## config.mk

```make
export PLATFORM = sky130hd
export DESIGN_NAME = kirt_cmp
export DESIGN_NICKNAME = d
export VERILOG_FILES = /design/src/sv/kirt_pkg.sv /design/src/sv/kirt_cmp.sv
export SDC_FILE = /design/constraint.sdc
export NUM_CORES = 1
export LEC_CHECK = 0
export ABC_AREA = 1
export BUFFER_PORTS_ARGS = -buffer_cell sky130_fd_sc_hd__buf_2
export CORE_MARGIN = 1
export CORE_UTILIZATION = 44
export DETAILED_ROUTE_END_ITERATION = 16
export GPL_TIMING_DRIVEN = 0
export PLACE_DENSITY = 0.9
export RECOVER_POWER = 25
export SYNTH_ARGS = -nofsm -noshare
export SYNTH_HDL_FRONTEND = slang
export SYNTH_SLANG_ARGS = --single-unit
```

## constraint.sdc

```tcl
create_clock -name vclk -period 2.3
set_input_delay 0.345 -clock vclk [all_inputs]
set_output_delay 0.345 -clock vclk [all_outputs]
set_load 0.01 [all_outputs]
```

## src/sv/kirt_pkg.sv

```systemverilog
package kirt_pkg;

   localparam int TABLE_DEPTH = 64;
   localparam int IDX_W       = $clog2(TABLE_DEPTH);
   localparam int CNT_W       = $clog2(TABLE_DEPTH + 1);

   localparam int KEY_W  = 31;
   localparam int POS_W  = 16;
   localparam int MASK_W = 32;
   localparam int OP_W   = 2;

   localparam int REQ_DATA_W = 96;
   localparam int RSP_DATA_W = 40;

   localparam logic [OP_W-1:0] OP_SET    = 2'd0;
   localparam logic [OP_W-1:0] OP_LOOKUP = 2'd1;
   localparam logic [OP_W-1:0] OP_CLEAR  = 2'd2;

   typedef struct packed {
      logic [KEY_W-1:0]         key;
      logic signed [POS_W-1:0]  low;
      logic signed [POS_W-1:0]  high;
      logic [MASK_W-1:0]        mask;
   } entry_type;

   // compare unit result for one stored entry against the query range
   typedef struct packed {
      logic key_eq;
      logic overlap;
      logic left;
      logic right;
   } cmp_res_type;

endpackage

```

## src/sv/kirt_cmp.sv

```systemverilog
module kirt_cmp
   import kirt_pkg::*;
(
   input  entry_type                ent,
   input  logic [KEY_W-1:0]         key,
   input  logic signed [POS_W-1:0]  lo,
   input  logic signed [POS_W-1:0]  hi,
   output cmp_res_type              res
);

   logic signed [POS_W-1:0] ent_low;
   logic signed [POS_W-1:0] ent_high;

   assign ent_low  = $signed(ent.low);
   assign ent_high = $signed(ent.high);

   assign res.key_eq  = (ent.key == key);
   assign res.overlap = !((ent_high < lo) || (ent_low > hi));
   assign res.left    = (ent_low < lo);
   assign res.right   = (ent_high > hi);

endmodule

```

==> metrics.cfg, run 1 <==
[run_status]
result_of_the_run=finished clean

[finish]
nets=652
numSequentialCells=0
clockBufferCount=0
antenna_diode_count=0
ff_latch_area_um2=0
layout-drive-gt1-share_pct=31.2
flow.area_growth_from_synthesis_pct=36.8

[cts]
post-cts-setup-buffer-count=0
cts.repair.resized=0
ctsHoldBuffers=0

[synthesis]
yosysTopAreaCell=sky130_fd_sc_hd__ha_1
synth_compound_gate_area_share_pct=10.3
synth.top_cell.area_share_pct=40.1
synth_area_per_cell_um2=6.46
synth_fa_ha_area_share_pct=40.1
yosys_warnings=0
post_synth_mux_area_share_pct=0
synth.net_count=520
post_synth_main_area_contributors=sky130_fd_sc_hd__ha_1, sky130_fd_sc_hd__nand2_1, sky130_fd_sc_hd__inv_1, sky130_fd_sc_hd__xnor2_1, sky130_fd_sc_hd__a21oi_1
synthXorXnorAreaFrac_pct=13.1
syn-cell-area_um2=1940
synth_top_family_by_area=adder cells
seq_area_frac_synth_pct=0
syn-instance-count=300
synth_simple_gate_area_share_pct=26.1
yosysUniqueCellTypes=19

[grt]
grt_overflow_total=0
antenna_found_initial=0
grt_max_degree=6
number_of_global_route_vias_before_repair=2105
grtUsageTotal_pct=21.1
global_route_wire_length_before_repair_mm=7.87

[floorplanning]
pin_count=162
die_width_um=68.3
initial_utilization_pct=47.1
placeableCoreArea_um2=4120
chipHeight_um=68.3
floorplan.rows=23
floorplan.die_area_um2=4670

[sta]
finalCritPeriodShare_pct=89.4
hold_viol=0
setup_violations=0
post-route-worst-setup-slack_ns=0.244
max_slew.worst_pin.slew_ns=0.274
rsz_0062_raised_after_global_routing=no
final.min_clock_period_ns=2.06
report.final.slew_viol_count=0
setup-tns-final_ns=0
max_clock_freq_mhz=486
max_slew_margin_pct=81.6

[drt]
vias=2339
firstDrtPassIters=5
routed_wirelength_mm=5.11
drt_iter0_drc=73
route.antenna.remaining_nets=0
wl_per_cell_um=10.7
post-route-drc-count=0
drt-vias-per-instance=4.87

[power_and_ir_drop]
static_leakage_nw=1.68
p_per_area_nw_per_um2=176
worst_ir_drop_on_vdd_mv=0.0836

[min_path]
timing.hold.worst.class=input port to output pin

[placed_design]
gpl_wtd_cong=0.856
place.detailed.hpwl_mm=4.89
place_ws_ns=0.247
port_buffer_count=130

[setup_path]
critPathCaptureType=output pin
timing.critical_path.fanout_max=2
worst_setup_path_start_kind=input port
crit_arrival_ns=1.71
setup_cp_type=input port to output pin
worstPathRequired_ns=1.96

[run]
drv_cap=0

## layout make-up
cell class / instances / area, um^2
timing repair buffer: 130 / 649
inverter: 54 / 203
multi-input combinational: 246 / 1730
tap: 50 / 62.6
fill: 360 / 1470
## cell usage after synthesis (all sizes together)
master  count
a211oi      1
nand3       7
a21oi      23
nor2       24
nor3        5
a21boi      1
inv        54
nand4      10
a21o        3
xor2        9
nand2      69
o21ai       7
xnor2      20
ha         62
nor4        4
o21a        1
## placed cells by master, fill, tap and decap left out
cell | Yosys | routed
sky130_fd_sc_hd__nand2_2 | 1 | 1
sky130_fd_sc_hd__nor4_1 | 4 | 4
sky130_fd_sc_hd__ha_1 | 62 | 62
sky130_fd_sc_hd__nor3_1 | 5 | 5
sky130_fd_sc_hd__o21a_1 | 1 | 1
sky130_fd_sc_hd__xnor2_1 | 20 | 20
sky130_fd_sc_hd__nand4_1 | 9 | 9
sky130_fd_sc_hd__a21o_1 | 3 | 3
sky130_fd_sc_hd__nand4_2 | 1 | 1
sky130_fd_sc_hd__a21boi_2 | 1 | 1
sky130_fd_sc_hd__xor2_1 | 9 | 9
sky130_fd_sc_hd__inv_1 | 52 | 52
sky130_fd_sc_hd__o21ai_0 | 7 | 7
sky130_fd_sc_hd__nand3_1 | 7 | 7
sky130_fd_sc_hd__nor2_1 | 24 | 24
sky130_fd_sc_hd__clkbuf_1 | 0 | 1
sky130_fd_sc_hd__a211oi_1 | 1 | 1
sky130_fd_sc_hd__inv_2 | 2 | 2
sky130_fd_sc_hd__buf_2 | 0 | 129
sky130_fd_sc_hd__a21oi_1 | 23 | 23
sky130_fd_sc_hd__nand2_1 | 68 | 68
## metal layers
layer	wire, um	track usage [%]
met1	2190	24.3
met2	2680	43.0
met3	194	0.333
met4	54	3.13
met5	0	0
## logic make-up (layout without fill, tap and decap cells)
group / count (synthesis) / count (layout)
AO/OA/AOI/OAI: 36 / 36
XOR/XNOR: 29 / 29
adder cells (fa/ha/maj): 62 / 62
buffers and inverters: 54 / 184
AND/OR/NAND/NOR: 119 / 119
## power breakdown
part	total, mW	internal, mW	switching (mW)
clock	0	0	0
sequential	0	0	0
combinational	0.465	0.230	0.235
## worst paths after layout
check             startpoint  cells past startpoint  endpoint
setup / recovery     ent[37]                     12    res[2]
hold / removal       ent[86]                      7    res[3]
## through the flow
step / cell area, um^2 / hold WS, ns / std cells / power, mW / utilization, %
after global routing: 2650 / 1.21 / 480 / 0.533 / 64.4
after global placement: 2650 / 1.13 / 480 / 0.444 / 64.4
final: 2650 / 1.14 / 480 / 0.465 / 64.4
after CTS: 2650 / 1.15 / 480 / 0.467 / 64.4
after detailed placement: 2650 / 1.15 / 480 / 0.465 / 64.4
after floorplan: 1940 / 0.915 / 300 / 0.269 / -
## critical path: stages
cell and delay (ns):
sky130_fd_sc_hd__buf_2 0.11, sky130_fd_sc_hd__ha_1 0.30, sky130_fd_sc_hd__a21oi_1 0.18, sky130_fd_sc_hd__nor2_1 0.06, sky130_fd_sc_hd__nor3_1 0.13, sky130_fd_sc_hd__nand2_1 0.10, sky130_fd_sc_hd__nand2_1 0.08, sky130_fd_sc_hd__nand2_1 0.05
sky130_fd_sc_hd__nand2_1 0.05, sky130_fd_sc_hd__nand2_1 0.04, sky130_fd_sc_hd__nor2_1 0.12, sky130_fd_sc_hd__buf_2 0.14
Note: power is estimated with default switching activity, not from simulation.
==> run 2, diff against run 1 <==
--- a/config.mk
+++ b/config.mk
@@ -5,14 +5,14 @@
 export SDC_FILE = /design/constraint.sdc
 export NUM_CORES = 1
 export LEC_CHECK = 0
-export ABC_AREA = 1
 export BUFFER_PORTS_ARGS = -buffer_cell sky130_fd_sc_hd__buf_2
 export CORE_MARGIN = 1
-export CORE_UTILIZATION = 44
+export CORE_UTILIZATION = 43
 export DETAILED_ROUTE_END_ITERATION = 16
 export GPL_TIMING_DRIVEN = 0
-export PLACE_DENSITY = 0.9
+export PLACE_DENSITY = 0.91
 export RECOVER_POWER = 25
+export SLEW_MARGIN = 5
 export SYNTH_ARGS = -nofsm -noshare
 export SYNTH_HDL_FRONTEND = slang
 export SYNTH_SLANG_ARGS = --single-unit
==> run 2 against run 1 <==
Global-route usage rose by 0.84 points; via count decreased by 10%; maximum frequency down 9.8%; clock-buffer cell count is the same; critical path type unchanged; critical endpoint is now res[0]; largest power group unchanged; highest routed layer unchanged.
==> metrics.cfg, run 2 <==
[setup_path]
critPathCaptureType=output pin
worst_setup_path_start_kind=input port
crit_arrival_ns=1.93
worstPathRequired_ns=1.96
timing.critical_path.fanout_max=3
setup_cp_type=input port to output pin

[finish]
numSequentialCells=0
clockBufferCount=0
flow.area_growth_from_synthesis_pct=43.7
layout.cells.most_common_list=sky130_fd_sc_hd__buf_2, sky130_fd_sc_hd__ha_1, sky130_fd_sc_hd__inv_1
nets=582
layout_commonest_cell=sky130_fd_sc_hd__buf_2
antenna_diode_count=0
layout-drive-gt1-share_pct=38.9
ff_latch_area_um2=0

[drt]
routed_wirelength_mm=5.13
drt-vias-per-instance=5.14
drt_iter0_drc=34
firstDrtPassIters=4
vias=2106
wl_per_cell_um=12.5
post-route-drc-count=0
route.antenna.remaining_nets=0

[min_path]
timing.hold.worst.class=input port to output pin
hold_depth=5

[grt]
number_of_global_route_vias_before_repair=2056
grt_overflow_total=0
busiest_layer_in_global_routing=met2
gr-usage-met1_pct=23.6
grtUsageTotal_pct=22.0
groute.layer.met3.usage_pct=1.54
antenna_found_initial=0
global_route_wire_length_before_repair_mm=7.79
grt_max_degree=5
global_route.usage.met2_pct=47.1

[sta]
setup-tns-final_ns=0
setup_violations=0
finalCritPeriodShare_pct=99.1
report.final.slew_viol_count=0
max_clock_freq_mhz=439
post-route-worst-setup-slack_ns=0.0212
max_slew.worst_pin.slew_ns=0.313
rsz_0062_raised_after_global_routing=yes
max_slew_margin_pct=79.1
final.min_clock_period_ns=2.28
hold_viol=0

[synthesis]
yosys_warnings=0
synth.most_common_cell=sky130_fd_sc_hd__ha_1
synth.top_cell.area_share_pct=43.2
yosys-top-cells-count=sky130_fd_sc_hd__ha_1, sky130_fd_sc_hd__inv_1, sky130_fd_sc_hd__xor2_1, sky130_fd_sc_hd__a21oi_1, sky130_fd_sc_hd__nand4_1
synth.net_count=449
syn-instance-count=229
synth_area_per_cell_um2=7.84
seq_area_frac_synth_pct=0
post_synth_main_area_contributors=sky130_fd_sc_hd__ha_1, sky130_fd_sc_hd__xor2_1, sky130_fd_sc_hd__inv_1, sky130_fd_sc_hd__xnor2_1, sky130_fd_sc_hd__a21o_1
yosysTopAreaCell=sky130_fd_sc_hd__ha_1
syn-cell-area_um2=1790
yosysUniqueCellTypes=31

[run]
drv_cap=0

[cts]
ctsHoldBuffers=0

[floorplanning]
floorplan.die_area_um2=4430
placeableCoreArea_um2=4000
chipHeight_um=66.6
initial_utilization_pct=44.9
pin_count=162
die_width_um=66.6
floorplan.rows=23

[placed_design]
place.detailed.hpwl_mm=4.67
port_buffer_count=130
place_ws_ns=0.00707
gpl_wtd_cong=0.873

[power_and_ir_drop]
p_per_area_nw_per_um2=178
static_leakage_nw=1.53
worst_ir_drop_on_vdd_mv=0.0943

[run_status]
result_of_the_run=finished clean

run 2: cell types whose count changed in the layout (fill, tap and decap cells not counted), moves of 4 or more:
cell	change
sky130_fd_sc_hd__a21oi_1	-8
sky130_fd_sc_hd__nand4_1	+4
sky130_fd_sc_hd__inv_1	-17
sky130_fd_sc_hd__o21ai_0	-6
sky130_fd_sc_hd__xnor2_1	-9
sky130_fd_sc_hd__a21o_1	+9
sky130_fd_sc_hd__nor2_1	-13
sky130_fd_sc_hd__nand2_1	-59
sky130_fd_sc_hd__nor3_1	-4
sky130_fd_sc_hd__xor2_1	+11
run 2: metrics by stage:
step | area (um^2) | total power, mW | utilization [%] | hold slack, ns | std cells
after floorplan | 1790 | 0.243 | - | 0.850 | 229
after CTS | 2510 | 0.437 | 62.7 | 1.07 | 409
final | 2580 | 0.459 | 64.4 | 1.06 | 410
after global placement | 2510 | 0.416 | 62.7 | 1.06 | 409
after global routing | 2580 | 0.520 | 64.4 | 1.10 | 410
after detailed placement | 2510 | 0.434 | 62.7 | 1.07 | 409
run 2: logic make-up after synthesis:
logic type | after synthesis | synth area share, %
muxes | 1 | 0.558
xor gates and xnor gates | 31 | 15.1
adders and majority gates | 62 | 43.2
buffers and inverters | 36 | 7.53
AOI/OAI and AO/OA | 50 | 19.5
and+or+nand+nor | 49 | 14.1
run 2: area by class of cell:
| cell class | count | area (um^2) |
|---|---|---|
| multi-input cells | 193 | 1720 |
| fillers | 332 | 1420 |
| repair buffers | 131 | 663 |
| inverters | 36 | 135 |
| well taps | 50 | 62.6 |
run 2: timing repair:
action,4_1_cts,5_1_grt
setup endpoints to repair,0,3
resized for setup,0,11
buffers inserted,0,1
run 2: final timing paths:
check | startpoint | endpoint | slack [ns]
worst max-delay path | hi[7] | res[0] | 0.02
worst min-delay path | ent[77] | res[3] | 1.06
run 2: power by group:
group	total, mW	internal [mW]	switching (mW)
combinational	0.459	0.238	0.221
sequential	0	0	0
clock	0	0	0
run 2: critical path: stages:
cell	delay, ns
sky130_fd_sc_hd__buf_2	0.07
sky130_fd_sc_hd__inv_1	0.07
sky130_fd_sc_hd__ha_1	0.36
sky130_fd_sc_hd__nand4_1	0.19
sky130_fd_sc_hd__a21oi_2	0.23
sky130_fd_sc_hd__a2111oi_4	0.06
sky130_fd_sc_hd__o31ai_2	0.24
sky130_fd_sc_hd__mux2i_1	0.21
sky130_fd_sc_hd__buf_2	0.15
run 2: per-layer routing:
metal  share of wire, %  up-vias
met2                 53       86
met4               0.39        0
met1                 39      916
met3                6.9        2
met5                  0        -
li1                   -     1102
